File: src/sv/gos_pkg.sv
// Package for the one-max generation step: widths, types and gene helpers.
// No dependencies; used by every other file of the block.
`timescale 1ns / 1ps
`default_nettype none
package gos_pkg;
    localparam int PopSize  = 16;
    localparam int GeneBits = 8;
    localparam int SlotW    = $clog2(PopSize);
    localparam int FitW     = $clog2(GeneBits + 1);
    localparam int PointW   = 3;

    typedef enum logic [0:0] {FUNC_LOAD = 1'b0, FUNC_GEN = 1'b1} t_func;
    typedef enum logic [2:0] {
        ST_IDLE, ST_SCAN, ST_MUTATE, ST_WRITE, ST_REPORT, ST_OUT
    } t_state;

    typedef struct packed {
        logic [0:0]          func;
        logic [SlotW-1:0]    load_index;
        logic [GeneBits-1:0] load_genes;
        logic [PointW-1:0]   cross_point;
        logic                mutate;
        logic [PointW-1:0]   mutate_point_a;
        logic [PointW-1:0]   mutate_point_b;
    } t_in;

    typedef struct packed {
        logic [FitW-1:0]     best_fitness;
        logic [GeneBits-1:0] best_genes;
        logic [SlotW-1:0]    best_slot;
        logic                solved;
        logic [SlotW-1:0]    replaced_slot;
    } t_out;

    // One entry travelling along the cell ring.
    typedef struct packed {
        logic [GeneBits-1:0] genes;
        logic [FitW-1:0]     fit;
    } t_entry;

    // Control from the sequencer to every cell.
    typedef struct packed {
        logic                shift;
        logic                load;
        logic [GeneBits-1:0] genes;
        logic [FitW-1:0]     fit;
    } t_cell_ctl;

    function automatic logic [FitW-1:0] count_ones(input logic [GeneBits-1:0] g);
        logic [FitW-1:0] c;
        c = '0;
        for (int i = 0; i < GeneBits; i++) c = c + FitW'(g[i]);
        return c;
    endfunction

    function automatic logic [GeneBits-1:0] below_mask(input logic [PointW-1:0] n);
        logic [GeneBits-1:0] m;
        for (int i = 0; i < GeneBits; i++) m[i] = (i < int'(n));
        return m;
    endfunction

    function automatic logic [GeneBits-1:0] flip(input logic [GeneBits-1:0] g,
                                                 input logic [PointW-1:0] p);
        logic [GeneBits-1:0] r;
        r = g;
        for (int i = 0; i < GeneBits; i++) if (int'(p) == i) r[i] = ~g[i];
        return r;
    endfunction
endpackage
`default_nettype wire

File: src/sv/gos_if.sv
// Valid/ready channel interfaces for input and result items.
// Depends on gos_pkg.
`timescale 1ns / 1ps
`default_nettype none
interface gos_in_if;
    logic          valid;
    logic          ready;
    gos_pkg::t_in  data;
    modport source (output valid, output data, input ready);
    modport sink   (input valid, input data, output ready);
endinterface

interface gos_out_if;
    logic          valid;
    logic          ready;
    gos_pkg::t_out data;
    modport source (output valid, output data, input ready);
    modport sink   (input valid, input data, output ready);
endinterface
`default_nettype wire

File: src/sv/gos_cell.sv
// One population cell: holds one entry, passes it to its neighbor on shift.
// Depends on gos_pkg.
`timescale 1ns / 1ps
`default_nettype none
module gos_cell (
    input  wire                     i_clk,
    input  wire gos_pkg::t_cell_ctl i_ctl,
    input  wire                     i_sel,
    input  wire gos_pkg::t_entry    i_prev,
    output gos_pkg::t_entry         o_entry
);
    gos_pkg::t_entry r_entry;
    gos_pkg::t_entry n_entry;

    // Rotate on shift, take a new entry when selected.
    always_comb begin
        n_entry = r_entry;
        if (i_ctl.shift) begin
            n_entry = i_prev;
        end else if (i_ctl.load && i_sel) begin
            n_entry.genes = i_ctl.genes;
            n_entry.fit   = i_ctl.fit;
        end
    end

    always_ff @(posedge i_clk) begin
        r_entry <= n_entry;
    end

    assign o_entry = r_entry;
endmodule
`default_nettype wire

File: src/sv/genetic_onemax_generation_step_top.sv
// Top level of the one-max generation step: cell ring plus scan sequencer.
// Depends on gos_pkg, gos_if and gos_cell.
//
// Usage: items enter on i_in (valid/ready); each gives one result on o_out.
// A load item writes its slot at the accepting edge, then the ring of 16
// cells rotates once to find the new best; the result is then registered
// and the next item is taken only when the sequencer is back in idle.
// A generation item rotates the ring once while a scanner at cell 0
// tracks the fittest, runner-up and least fit slots, then builds the
// children, writes one slot and rotates once more to find the new best
// before the result is registered. The ring rotates by one slot per
// cycle while it scans.
// Reset clears the sequencer only; slots are undefined until loaded.
// The result waits in an output register while the receiver stalls; the
// next item is still taken and processed, and it holds in its last state
// until the output register is free.
`timescale 1ns / 1ps
`default_nettype none
module genetic_onemax_generation_step_top (
    input  wire          i_clk,
    input  wire          i_rst_n,
    gos_in_if.sink       i_in,
    gos_out_if.source    o_out
);
    localparam int SW = gos_pkg::SlotW;
    localparam int GB = gos_pkg::GeneBits;
    localparam int FW = gos_pkg::FitW;

    gos_pkg::t_state r_state, n_state;
    gos_pkg::t_in    r_item, n_item;
    logic [SW:0]     r_cnt, n_cnt;
    logic [SW-1:0]   r_pos, n_pos;         // slot index currently at cell 0
    logic [SW-1:0]   r_top, n_top, r_run, n_run, r_low, n_low;
    gos_pkg::t_entry r_te, n_te, r_re, n_re, r_le, n_le;
    logic            r_have, n_have;
    logic [SW-1:0]   r_repl, n_repl;
    logic [GB-1:0]   r_ca, n_ca, r_cb, n_cb;
    gos_pkg::t_out   r_out, n_out;
    logic            r_ov, n_ov;
    gos_pkg::t_cell_ctl ctl;

    gos_pkg::t_entry cells [gos_pkg::PopSize];
    logic [SW-1:0]   load_slot;

    // Ring of cells; cell k holds slot (r_pos + k) mod PopSize.
    for (genvar k = 0; k < gos_pkg::PopSize; k++) begin : g_cell
        gos_cell u_cell (
            .i_clk  (i_clk),
            .i_ctl  (ctl),
            .i_sel  (load_slot == SW'(k)),
            .i_prev (cells[(k + 1) % gos_pkg::PopSize]),
            .o_entry(cells[k])
        );
    end

    gos_pkg::t_entry head;
    logic [FW-1:0]   fa, fb;
    logic [GB-1:0]   m;
    assign head = cells[0];
    assign m    = gos_pkg::below_mask(r_item.cross_point);
    assign fa   = gos_pkg::count_ones(r_ca);
    assign fb   = gos_pkg::count_ones(r_cb);

    always_ff @(posedge i_clk) begin
        if (!i_rst_n) begin
            r_state <= gos_pkg::ST_IDLE;
            r_ov    <= 1'b0;
            r_pos   <= '0;
        end else begin
            r_state <= n_state;
            r_ov    <= n_ov;
            r_pos   <= n_pos;
        end
        r_item <= n_item; r_cnt <= n_cnt;
        r_top <= n_top; r_run <= n_run; r_low <= n_low;
        r_te <= n_te; r_re <= n_re; r_le <= n_le; r_have <= n_have;
        r_repl <= n_repl; r_ca <= n_ca; r_cb <= n_cb; r_out <= n_out;
    end

    // Sequencer: scan the ring, build children, write back, report.
    always_comb begin
        n_state = r_state; n_item = r_item; n_cnt = r_cnt; n_pos = r_pos;
        n_top = r_top; n_run = r_run; n_low = r_low;
        n_te = r_te; n_re = r_re; n_le = r_le; n_have = r_have;
        n_repl = r_repl; n_ca = r_ca; n_cb = r_cb; n_out = r_out; n_ov = r_ov;
        ctl = '0;
        load_slot = '0;
        i_in.ready = (r_state == gos_pkg::ST_IDLE);
        if (o_out.ready) n_ov = 1'b0;
        unique case (r_state)
            gos_pkg::ST_IDLE: begin
                if (i_in.valid && i_in.ready) begin
                    n_item = i_in.data;
                    n_cnt = '0;
                    n_have = 1'b0;
                    if (i_in.data.func == gos_pkg::FUNC_LOAD) begin
                        n_repl = i_in.data.load_index;
                        load_slot = i_in.data.load_index - r_pos;
                        ctl.load = 1'b1;
                        ctl.genes = i_in.data.load_genes;
                        ctl.fit = gos_pkg::count_ones(i_in.data.load_genes);
                        n_state = gos_pkg::ST_REPORT;
                    end else begin
                        n_state = gos_pkg::ST_SCAN;
                    end
                end
            end
            gos_pkg::ST_SCAN: begin
                // Top: last max; low: last min (slot order ascending).
                ctl.shift = 1'b1;
                n_pos = r_pos + 1'b1;
                if (r_cnt == '0 || head.fit >= r_te.fit) begin
                    n_top = r_pos; n_te = head;
                end
                if (r_cnt == '0 || head.fit <= r_le.fit) begin
                    n_low = r_pos; n_le = head;
                end
                // Runner-up: first max among slots other than the top.
                // Demoted top becomes runner if strictly better.
                if (r_cnt != '0 && head.fit >= r_te.fit) begin
                    if (!r_have || r_te.fit > r_re.fit) begin
                        n_run = r_top; n_re = r_te; n_have = 1'b1;
                    end
                end else if (r_cnt != '0) begin
                    if (!r_have || head.fit > r_re.fit) begin
                        n_run = r_pos; n_re = head; n_have = 1'b1;
                    end
                end
                n_cnt = r_cnt + 1'b1;
                if (r_cnt == (SW+1)'(gos_pkg::PopSize - 1)) n_state = gos_pkg::ST_MUTATE;
            end
            gos_pkg::ST_MUTATE: begin
                n_ca = (r_te.genes & ~m) | (r_re.genes & m);
                n_cb = (r_re.genes & ~m) | (r_te.genes & m);
                if (r_item.mutate) begin
                    n_ca = gos_pkg::flip(n_ca, r_item.mutate_point_a);
                    n_cb = gos_pkg::flip(n_cb, r_item.mutate_point_b);
                end
                n_state = gos_pkg::ST_WRITE;
            end
            gos_pkg::ST_WRITE: begin
                load_slot = r_low - r_pos;
                ctl.load = 1'b1;
                if (fa > fb) begin
                    ctl.genes = r_ca; ctl.fit = fa;
                end else begin
                    ctl.genes = r_cb; ctl.fit = fb;
                end
                n_repl = r_low;
                n_state = gos_pkg::ST_REPORT;
            end
            gos_pkg::ST_REPORT: begin
                ctl.shift = 1'b1;
                n_pos = r_pos + 1'b1;
                if (r_cnt == '0 || head.fit >= r_te.fit) begin
                    n_top = r_pos; n_te = head;
                end
                n_cnt = r_cnt + 1'b1;
                if (r_cnt == (SW+1)'(gos_pkg::PopSize - 1)) n_state = gos_pkg::ST_OUT;
            end
            gos_pkg::ST_OUT: begin
                // Hold until the output register is free.
                if (!r_ov || o_out.ready) begin
                    n_out.best_fitness  = r_te.fit;
                    n_out.best_genes    = r_te.genes;
                    n_out.best_slot     = r_top;
                    n_out.solved        = (r_te.fit == FW'(GB));
                    n_out.replaced_slot = r_repl;
                    n_ov = 1'b1;
                    n_state = gos_pkg::ST_IDLE;
                end
            end
            default: n_state = gos_pkg::ST_IDLE;
        endcase
        // Second pass starts its count fresh.
        if (r_state == gos_pkg::ST_WRITE ||
            (r_state == gos_pkg::ST_IDLE && n_state == gos_pkg::ST_REPORT)) begin
            n_cnt = '0;
        end
    end

    assign o_out.valid = r_ov;
    assign o_out.data  = r_out;
endmodule
`default_nettype wire
File: src/flat_wrapper.sv
// flat-port wrapper written by rule: the top's interface ports become plain ports
module genetic_onemax_generation_step_top_flat 
  (i_clk, i_rst_n, i_in_valid, i_in_data, i_in_ready, o_out_valid, o_out_data, o_out_ready);
  gos_in_if i_in_i ();
  gos_out_if o_out_i ();
  input  wire i_clk;
  input  wire i_rst_n;
  input wire logic [$bits(i_in_i.valid)-1:0] i_in_valid;
  input wire logic [$bits(i_in_i.data)-1:0] i_in_data;
  output wire logic [$bits(i_in_i.ready)-1:0] i_in_ready;
  output wire logic [$bits(o_out_i.valid)-1:0] o_out_valid;
  output wire logic [$bits(o_out_i.data)-1:0] o_out_data;
  input wire logic [$bits(o_out_i.ready)-1:0] o_out_ready;
  assign i_in_i.valid = i_in_valid;
  assign i_in_i.data = i_in_data;
  assign i_in_ready = i_in_i.ready;
  assign o_out_valid = o_out_i.valid;
  assign o_out_data = o_out_i.data;
  assign o_out_i.ready = o_out_ready;
  genetic_onemax_generation_step_top u_core (.i_clk(i_clk), .i_rst_n(i_rst_n), .i_in(i_in_i), .o_out(o_out_i));
endmodule
File: config.mk
export PLATFORM = sky130hd
export DESIGN_NAME = genetic_onemax_generation_step_top_flat
export DESIGN_NICKNAME = d
export VERILOG_FILES = /design/src/sv/gos_pkg.sv /design/src/sv/gos_if.sv /design/src/sv/gos_cell.sv /design/src/sv/genetic_onemax_generation_step_top.sv /design/src/flat_wrapper.sv
export SDC_FILE = /design/constraint.sdc
export NUM_CORES = 1
export LEC_CHECK = 0
export BUFFER_PORTS_ARGS = -buffer_cell sky130_fd_sc_hd__buf_2
export CAP_MARGIN = 20
export CORE_MARGIN = 3
export CORE_UTILIZATION = 30
export CTS_BUF_LIST = sky130_fd_sc_hd__clkbuf_16
export CTS_CLUSTER_DIAMETER = 60
export DETAILED_ROUTE_END_ITERATION = 8
export PLACE_DENSITY = 0.55
export SLEW_MARGIN = 5
export SYNTH_ARGS = -nofsm -noshare
export SYNTH_HDL_FRONTEND = slang
export SYNTH_SLANG_ARGS = --single-unit
File: constraint.sdc
create_clock -name i_clk -period 4.8 [get_ports i_clk]
set_input_delay 0.48 -clock i_clk [delete_from_list [all_inputs] [get_ports i_clk]]
set_output_delay 0.48 -clock i_clk [all_outputs]
set_load 0.05 [all_outputs]
Word-level counts from Yosys, hierarchy flattened
Index checks and enable logic that the tools add are counted.
Storage, ports and cells
  bits in registers: 293
  input port bits: 27
  word-level logic and storage cells: 304
Cells by class
  add/sub/neg operators: 25
  order comparisons: 12
  equality and inequality tests: 43
  mux-type cells: 82
  bitwise operators: 23
  reductions and logical operators: 63
Operators with widths (count)
  12-bit two-way mux: 37
  4-bit by 1-bit adder with 4-bit output: 18
  2-bit nonzero test: 21
  4-bit == test (second input constant): 9
  3-bit == test (second input constant): 11
  13-bit two-way mux: 2
  13-bit one-hot mux with 2 select lines: 1
  1-bit two-way mux: 25
  1-bit logical AND: 19
  3-bit by 2-bit == test with 1-bit output (second input constant): 6
  3-bit one-hot mux with 6 select lines: 1
  8-bit by 7-bit AND with 8-bit output: 2
  8-bit AND: 2
  4-bit by 3-bit == test with 1-bit output (second input constant): 4
  4-bit two-way mux: 4
  8-bit two-way mux: 2
  1-bit NOT: 16
  8-bit bitwise OR: 2
  4-bit one-hot mux with 2 select lines: 2
  3-bit two-way mux: 5
  4-bit > comparator: 3
  5-bit one-hot mux with 2 select lines: 1
  2-bit AND reduction: 5
  3-bit by 1-bit == test with 1-bit output (second input constant): 3
  29 further kinds: 47

Logic depth before layout (Yosys ltp)
Gate-level depths: netlist of the first run.
  depth after elaboration: 13
  gate-level depth with buffers: 17
  depth with buffers taken out: 15

Hierarchy
Synthesis of the first run repeated with hierarchy kept, for this count alone.
Second synthesis, totals
  cells, all modules: 899
  area, all modules: 14501.4 um2
By module, submodules not included
  gos_cell: times used 16, cells each 26, area an instance 549.3 um2, sequential area each 360.3 um2
  genetic_onemax_generation_step_top: times used 1, cells each 483, area an instance 5713.0 um2, sequential area each 2902.8 um2

Worst setup path after synthesis of the first run
Ideal clock, no wire load.
  path type: register to register
  start: reg u_core.r_cb[0]
  end: reg u_core.g_cell[0].u_cell.r_entry (netlist bit u_core.g_cell[0].u_cell.o_entry[1]) (data pin)
  arrival: 4251 ps
  setup slack: 295 ps
  cell stages (with the launch flop): 16
  path buffers: 2
  period minus slack after synthesis: 4505 ps
  path through: edfxtp_1 > ha_1 > inv_1 > fa_1 > fa_1 > fa_1 > fa_1 > xor2_1 > ha_1 > and4_1 > a21oi_4 > buf_6 > nor3_1 > a311o_2 > buf_6 > a21o_1
RTL lines
  start: declaration: RTL line genetic_onemax_generation_step_top.sv:37  | logic [GB-1:0] r_ca, n_ca, r_cb, n_cb;
  start signal: assignment: RTL line genetic_onemax_generation_step_top.sv:77  | r_repl <= n_repl; r_ca <= n_ca; r_cb <= n_cb; r_out <= n_out;
  end signal: assignment: RTL line gos_cell.sv:27  | r_entry <= n_entry;
  end: declaration: RTL line gos_cell.sv:12  | gos_pkg::t_entry r_entry;

==> results.toml, run 1 <==
[status]
outcome = "finished, final reports clean"

[synth]
synthCells = 1052
synth_warnings = 0
synth_edf_count = 280
synth_area_um2 = 13160
synth_nets = 1132
ys_ff_latch = 293
synth-async-reset-ratio = 0
synth_ff_type = "edfxtp_1"
ys_seq_area_frac = 0.6586
synth_cell_types = 61
avgSynthCellArea_um2 = 12.51

[die]
die_w_um = 215.5
rows = 76
core-area_um2 = 43170
die_area_um2 = 46420
ios = 50
die_h_um = 215.5
initial_core_util = 0.3049

[clock_network]
clock_sinks = 293
clockBufferDepth = 3
cts_tree = "yes"
cts.clk_slew.worst_paths_ns = 0.06
cts_max_level = 1
numCtsBuffers = 31
clock_latency_ns = 0.56
cts_root_buffer = "clkbuf_16"
postCtsHoldBufs = 0

[sta]
maxSlewViolCount = 0
fin_skew_ns = 0.01601
slew_headroom = 0.3270
tns_ns = 0
min_period_over_period = 0.9526
period_minus_slack_ns = 4.573
finalHoldViolCount = 0
max_freq_ghz = 0.2187
rsz0062_at_grt = "false"
worst_pin_slew_ns = 0.9990
finalSetupViolCount = 0

[final_layout]
fin_nets = 1202
drive_gt1_frac = 0.1492
fillers = 4308
antenna_cells = 0
regArea_um2 = 8668
final_cell_count_no_fill = 1731
area_delta_synth_final_pct = 16.92
multiInputGateArea_um2 = 4183

[setup_path]
startpoint_type = "flip-flop"
cp_data_arrival_time_ns = 4.87
crit_path_top_delay_cell = "fa_1"
path_common_cell = "fa_1"
critPathCaptureType = "flip-flop"
max_stage_delay_ns = 0.50
crit_fanout = 16
cp_cell_sequence = "ha_1 > inv_1 > fa_1 > fa_1 > fa_1 > fa_1 > inv_1 > ha_1 > nor2b_2 > o211ai_2 > a21oi_4 > buf_4 > and3_1 > a211oi_2 > buf_4 > nand2_1"
cp_data_required_time_ns = 5.10
path_class = "reg -> reg"

[grt]
grt_max_degree = 66
grtUsageTotal = 0.1258
antenna_found_initial = 0
overflow = 0
grt_pass1_vias = 8236
grt_pass1_wl_um = 46510

[drt]
drtIter0Drc = 658
wire_per_inst_um = 16.98
drc_errors = 0
antenna_left = 0
vias_per_cell = 4.637
firstDrtPassIters = 5
vias = 8026
drt_wl_total_um = 29400

[pwr]
leakagePower_nw = 6.583
peakVddDrop_v = 0.0003395
power.density_nw_per_um2 = 427.8

[placement]
numPortBuffers = 49
dp.cells = 1673
hpwl_um = 19750
gp_congestion = 0.7872

[job]
drv_cap = 0

[hold_path]
hold_class = "in -> reg"
==> cell families after synthesis <==
kind of cell    after synthesis  share of synthesized area
xor+xnor                     31                    0.02063
fa+ha+maj                    53                    0.05837
simple gates                417                     0.1324
mux                          25                    0.02006
compound gates              125                    0.07463
buf+inv                     108                    0.03527
flops                       293                     0.6586
==> final cells by class <==
| type | count | share of cell area |
|---|---|---|
| timing repair buffer | 88 | 0.04195 |
| inverter | 57 | 0.01390 |
| tap | 585 | 0.04756 |
| sequential | 293 | 0.5633 |
| clock buffer | 31 | 0.05041 |
| multi-input combinational | 651 | 0.2718 |
| clock inverter | 26 | 0.01106 |
==> per-layer routing <==
layer,part of all wire,track usage,up-vias,routed length [um]
met5,0,0,-,0
met3,0.037,0.01830,48,1074
met4,0.025,0.03128,0,721
met1,0.48,0.1748,4011,13980
li1,-,-,3826,-
met2,0.46,0.2086,141,13620
==> through the flow <==
stage	hold WS [ns]	setup WS, ns	area, um2	utilization	power (mW)
after global placement	0.4042	0.2385	14380	0.3331	4.381
after detailed placement	0.4092	0.1819	14430	0.3342	4.414
final	0.09282	0.2273	15390	0.3565	6.583
after CTS	0.06842	0.1700	15370	0.3561	6.663
after global routing	0.07734	0.03609	15390	0.3565	6.888
after floorplan	0.4003	0.2953	13160	-	4.015
==> timing repair <==
action,4_1_cts,5_1_grt
buffers inserted,0,0
setup endpoints to repair,0,37
resized for setup,0,1
endpoints found under the hold margin,0,0
==> critical path, delay by kind of cell (launching register included) <==
kind	cells	cell delay, ns
compound gates	3	0.45
simple gates	3	0.46
fa+ha+maj	6	2.46
flops	1	0.38
buf+inv	4	0.55
==> power by group <==
group | switching [mW] | internal (mW) | total, mW
Clock | 0.963 | 1.27 | 2.23
Sequential | 0.145 | 3.24 | 3.39
Combinational | 0.614 | 0.346 | 0.960
Total | 1.72 | 4.86 | 6.58
==> cells in the final DEF, fill, tap and decap left out, types with 8 or more instances in the layout <==
cell type	count
mux2i_1	14
xnor2_1	22
clkbuf_16	31
buf_4	31
a21o_1	48
inv_1	67
buf_2	49
nor2b_1	8
ha_1	39
nand2_1	324
dfxtp_1	13
xor2_1	8
o31ai_2	10
a21oi_1	12
nor3_1	10
fa_1	14
o21ai_0	15
edfxtp_1	280
nand3_1	11
mux2_2	11
nor2_1	23
==> Yosys cell counts, types with 2 or more instances <==
| master | number | share of area |
|---|---|---|
| a21boi_0 | 3 | 0.0017 |
| or3_1 | 2 | 0.00095 |
| inv_1 | 57 | 0.016 |
| o311a_1 | 7 | 0.0053 |
| o31ai_1 | 16 | 0.0091 |
| ha_1 | 39 | 0.037 |
| dfxtp_1 | 13 | 0.020 |
| a211oi_1 | 2 | 0.0011 |
| and2_1 | 4 | 0.0019 |
| nor2b_1 | 9 | 0.0043 |
| clkbuf_1 | 12 | 0.0034 |
| o21ai_0 | 15 | 0.0057 |
| nand3_1 | 11 | 0.0042 |
| nand2b_1 | 6 | 0.0029 |
| xnor2_1 | 22 | 0.015 |
| fa_1 | 14 | 0.021 |
| buf_4 | 3 | 0.0017 |
| o311ai_4 | 2 | 0.0040 |
| nand4b_1 | 4 | 0.0027 |
| buf_1 | 13 | 0.0037 |
| buf_2 | 20 | 0.0076 |
| a21oi_1 | 12 | 0.0046 |
| xor2_1 | 9 | 0.0060 |
| o21a_1 | 2 | 0.0011 |
| nand2_1 | 324 | 0.092 |
| a21o_1 | 48 | 0.027 |
| edfxtp_1 | 280 | 0.64 |
| nor3_1 | 10 | 0.0038 |
| nand4_1 | 6 | 0.0029 |
| nor2_1 | 23 | 0.0066 |
| and3_1 | 5 | 0.0024 |
| buf_6 | 3 | 0.0026 |
| nor3b_1 | 5 | 0.0029 |
| mux2_2 | 11 | 0.0094 |
| mux2i_1 | 14 | 0.011 |
==> registers in the layout (all words and copies together), names as in the netlist, 5 cells and up <==
name / cells
u_core.r_item: 10
u_core.g_cell.u_cell.o_entry: 192
u_core.r_cnt: 5
u_core.r_re: 12
u_core.o_out.data: 21
u_core.r_cb: 8
u_core.r_te: 12
u_core.r_ca: 8
==> final timing paths <==
| kind | cells past startpoint | from | endpoint | slack [ns] |
|---|---|---|---|---|
| worst max-delay path | 16 | u_core.r_ca[1] | u_core.g_cell[9].u_cell.o_entry[4] | 0.23 |
| worst min register to register | 0 | u_core.r_top[3] | u_core.o_out.data[8] | 0.42 |
| worst max register to register | 16 | u_core.r_ca[1] | u_core.g_cell[9].u_cell.o_entry[4] | 0.23 |
| worst min-delay path | 1 | i_in_data[7] | u_core.r_item[7] | 0.09 |
Note: power is estimated with default switching activity, not from simulation.
==> run 2: changes to the inputs <==
Settings changed: CELL_PAD_IN_SITES_DETAIL_PLACEMENT set to 0, CELL_PAD_IN_SITES_GLOBAL_PLACEMENT set to 1, PLACE_DENSITY 0.55 to 0.62.
==> results.toml, run 2 (synthesis results as in run 1) <==
[final_layout]
drive_gt1_frac = 0.1531
most-common-layout-cells = "nand2_1, edfxtp_1, inv_1"
multiInputGateArea_um2 = 4195
fin_area_um2 = 15460
regArea_um2 = 8668
fin_nets = 1198
fillers = 4280
final_common_cell = "nand2_1"
antenna_cells = 0
area_delta_synth_final_pct = 17.45
largest_register_ff_count = 192

[clock_network]
cts_tree = "yes"
cts.clk_slew.worst_paths_ns = 0.06
cts_root_buffer = "clkbuf_16"
clockBufferDepth = 3
postCtsHoldBufs = 0
cts_max_level = 1
clock_latency_ns = 0.57
clock_sinks = 293
numCtsBuffers = 31

[grt]
overflow = 0
antenna_found_initial = 0
grt_max_degree = 71
grt_pass1_wl_um = 47690
grt_pass1_vias = 8089
grtUsageTotal = 0.1307

[setup_path]
path_depth = 16
cp_cell_sequence = "ha_1 > inv_1 > fa_1 > fa_1 > fa_1 > fa_1 > inv_1 > ha_1 > nor2b_2 > o211ai_2 > a21oi_4 > buf_4 > and3_1 > a211oi_4 > buf_4 > nand2_1"
reg2reg_depth = 16
cp_data_required_time_ns = 5.11
crit_path_top_delay_cell = "fa_1"
path_delay_family = "adder cells"
critPathCaptureType = "flip-flop"
startpoint_type = "flip-flop"
crit_fanout = 16
path_class = "reg -> reg"
path_buf_inv = 4
cp_data_arrival_time_ns = 4.93
path_common_cell = "fa_1"
max_stage_delay_ns = 0.50

[drt]
firstDrtPassIters = 5
drtIter0Drc = 549
wire_per_inst_um = 17.59
vias = 7998
drt_wl_total_um = 30400
drc_errors = 0
vias_per_cell = 4.628
antenna_left = 0

[placement]
dpl-instance-area_um2 = 14390
gp_congestion = 0.8059
hpwl_um = 19900
numPortBuffers = 49

[pwr]
p_int_mw = 5.033
power.density_nw_per_um2 = 440.4
p_clk_frac = 0.360
seqPwrFrac = 0.497
leakagePower_nw = 6.580
p_switching_mw = 1.775
peakVddDrop_v = 0.0002594
power_frac_comb = 0.143
p_total_mw = 6.808
switching_share = 0.2607

[die]
initial_core_util = 0.3049
die_h_um = 215.5
ios = 50
rows = 76
die_area_um2 = 46420
core-area_um2 = 43170
die_w_um = 215.5

[sta]
finalSetupViolCount = 0
fin_skew_ns = 0.01674
maxSlewViolCount = 0
tns_ns = 0
finalHoldViolCount = 0
worst_pin_slew_ns = 1.166
rsz0062_at_grt = "false"
slew_headroom = 0.2229
period_minus_slack_ns = 4.624
max_freq_ghz = 0.2162
min_period_over_period = 0.9634

[status]
outcome = "finished, final reports clean"

[hold_path]
hold_path_depth = 1
hold_class = "in -> reg"

[job]
drv_cap = 0
-- run 2: changes by cell type in the layout (fill, tap and decap cells not counted), moves of 2 or more --
cell | previous run | this run
buf_4 | 31 | 27
bufinv_16 | 2 | 5
clkinvlp_4 | 0 | 3
clkinv_1 | 6 | 4
inv_1 | 67 | 63
-- run 2: metal layers --
metal  GRT usage  routed length (um)  vias up
met2      0.2102               14070      155
met3     0.02309                1328       43
met4     0.03393                 649        0
li1            -                   -     3821
met5           0                   0        -
met1      0.1841               14360     3979
-- run 2: final timing paths --
path | start | end | slack [ns]
worst max-delay path | u_core.r_ca[0] | u_core.g_cell[13].u_cell.o_entry[5] | 0.18
worst min-delay path | i_in_data[5] | u_core.r_item[5] | 0.08
worst max register to register | u_core.r_ca[0] | u_core.g_cell[13].u_cell.o_entry[5] | 0.18
worst min register to register | u_core.r_repl[0] | u_core.o_out.data[0] | 0.42
-- run 2: area by class of cell --
| cell class | count | area share |
|---|---|---|
| Clock inverter | 27 | 0.01773 |
| Clock buffer | 31 | 0.05018 |
| Multi-Input combinational cell | 651 | 0.2714 |
| Sequential cell | 293 | 0.5607 |
| Timing Repair Buffer | 84 | 0.03877 |
| Inverter | 57 | 0.01384 |
| Tap cell | 585 | 0.04735 |
-- run 2: power groups by stage --
stage	clock [mW]	sequential (mW)	combinational [mW]
6_report	2.45	3.39	0.973
5_1_grt	2.62	3.42	1.09
4_1_cts	2.53	3.39	0.992
3_5_place_dp	0	3.44	0.984
3_3_place_gp	0	3.44	0.966
2_1_floorplan	0	3.39	0.627
-- run 2: what timing repair did --
| item | 4_1_cts | 5_1_grt |
|---|---|---|
| hold endpoints to repair | 0 | 0 |
| resized for setup | 0 | 1 |
| setup buffers | 0 | 0 |
| endpoints found under the setup margin | 0 | 1 |
-- run 2: through the flow --
step,std cells,utilization,setup slack (ns),hold WS [ns]
floorplan,1052,-,0.2953,0.4003
global placement,1669,0.3332,0.3252,0.4031
detailed placement,1669,0.3332,0.2241,0.4045
CTS,1727,0.3575,0.1900,0.04727
global route,1728,0.3581,0.03001,0.06118
finish,1728,0.3581,0.1755,0.08266
==> run 3: changes to the inputs <==
Settings changed: PLACE_DENSITY 0.62 to 0.6.
Clock period 4.8 ns to 5.65 ns, I/O delays scaled along.
==> results.toml, run 3 (synthesis results as in run 1) <==
[final_layout]
largest_register_ff_count = 192
most-common-layout-cells = "nand2_1, edfxtp_1, inv_1"
final_cell_count_no_fill = 1708
fin_nets = 1179
fin_util = 0.3542
area_delta_synth_final_pct = 16.18
antenna_cells = 0
final_common_cell = "nand2_1"
drive_gt1_frac = 0.1327

[placement]
pre_cts_slack_ns = 0.7267
dp.cells = 1647
numPortBuffers = 49
hpwl_um = 19250
gp_congestion = 0.7713

[die]
die_w_um = 215.5
die_area_um2 = 46420
rows = 76
die_h_um = 215.5
initial_core_util = 0.3049
ios = 50
core-area_um2 = 43170

[clock_network]
cts_root_buffer = "clkbuf_16"
cts.clk_slew.worst_paths_ns = 0.06
cts_tree = "yes"
postCtsHoldBufs = 0
cts_max_level = 2
post_cts_buffers = 0
clock_latency_ns = 0.51
cts.repair.resized = 0
numCtsBuffers = 35
clockBufferDepth = 3
clock_sinks = 293

[hold_path]
hold_path_depth = 1
holdCritStartpoint = "i_in_data[6]"
hold_class = "in -> reg"

[drt]
drt_wl_total_um = 30140
antenna_left = 0
wl_met1_um = 14620
firstDrtPassIters = 5
vias = 7854
vias_per_cell = 4.598
top_layer = "met4"
met2_length_um = 13380
dr_wl_met3_um = 1273
drc_errors = 0
drtIter0Drc = 584
wire_per_inst_um = 17.65

[grt]
grt_max_degree = 199
overflow = 0
antenna_found_initial = 0
grt_pass1_vias = 7986
grt_pass1_wl_um = 47430
grtUsageTotal = 0.1306

[sta]
min_period_over_period = 0.8774
slew_headroom = 0.2727
rsz0062_at_grt = "false"
fin_skew_ns = 0.01535
finalHoldViolCount = 0
holdWs_ns = 0.2326
worst_pin_slew_ns = 1.091
max_freq_ghz = 0.2017
fin_ws_ns = 0.6929
maxSlewViolCount = 0
period_minus_slack_ns = 4.957
tns_ns = 0
finalSetupViolCount = 0

[setup_path]
cp_cell_sequence = "ha_1 > inv_1 > fa_1 > fa_1 > fa_1 > fa_1 > xor2_1 > ha_1 > and4_1 > a21oi_4 > o311a_1 > nand2_1"
path_common_cell = "fa_1"
cp_data_required_time_ns = 5.87
startpoint = "u_core.r_cb[0]"
r2r_start = "u_core.r_cb[0]"
critPathCaptureType = "flip-flop"
startpoint_type = "flip-flop"
path_delay_family = "adder cells"
path_class = "reg -> reg"
max_stage_delay_ns = 0.68
crit_fanout = 24
cp_data_arrival_time_ns = 5.18
path_buf_inv = 1
reg2reg_depth = 12
crit_path_top_delay_cell = "o311a_1"
path_depth = 12

[pwr]
peakVddDrop_v = 0.0001698
leakagePower_nw = 6.471
power.density_nw_per_um2 = 375.7

[status]
outcome = "finished, final reports clean"

[job]
drv_cap = 0
## run 3: where the power goes
part / switching, mW / total, mW / internal [mW]
combinational: 0.542 / 0.809 / 0.267
sequential: 0.118 / 2.88 / 2.76
clock: 0.848 / 2.06 / 1.21
total: 1.51 / 5.74 / 4.24
## run 3: stage by stage
step	instance area [um2]	total power, mW
after floorplan	13160	3.411
after global placement	14250	3.738
after detailed placement	14250	3.750
after CTS	15290	5.830
after global routing	15290	6.026
final	15290	5.745
## run 3: area by class of cell
cell class	count	area [um2]
clock buffer	35	875.8
clock inverter	26	161.4
fill	4305	27880
inverter	57	214.0
multi-input combinational	651	4292
sequential	293	8668
tap	585	732.0
timing repair buffer	61	347.8
## run 3: final timing paths
kind | to | slack, ns
worst max-delay path | u_core.g_cell[2].u_cell.o_entry[6] | 0.69
worst min-delay path | u_core.r_item[6] | 0.23
worst max register to register | u_core.g_cell[2].u_cell.o_entry[6] | 0.69
worst min register to register | u_core.o_out.data[7] | 0.42
## run 3: routing by layer
layer  GRT usage  up-vias
li1            -     3785
met1      0.1862     3877
met2      0.2038      141
met3     0.02380       51
met4     0.03988        0
met5           0        -
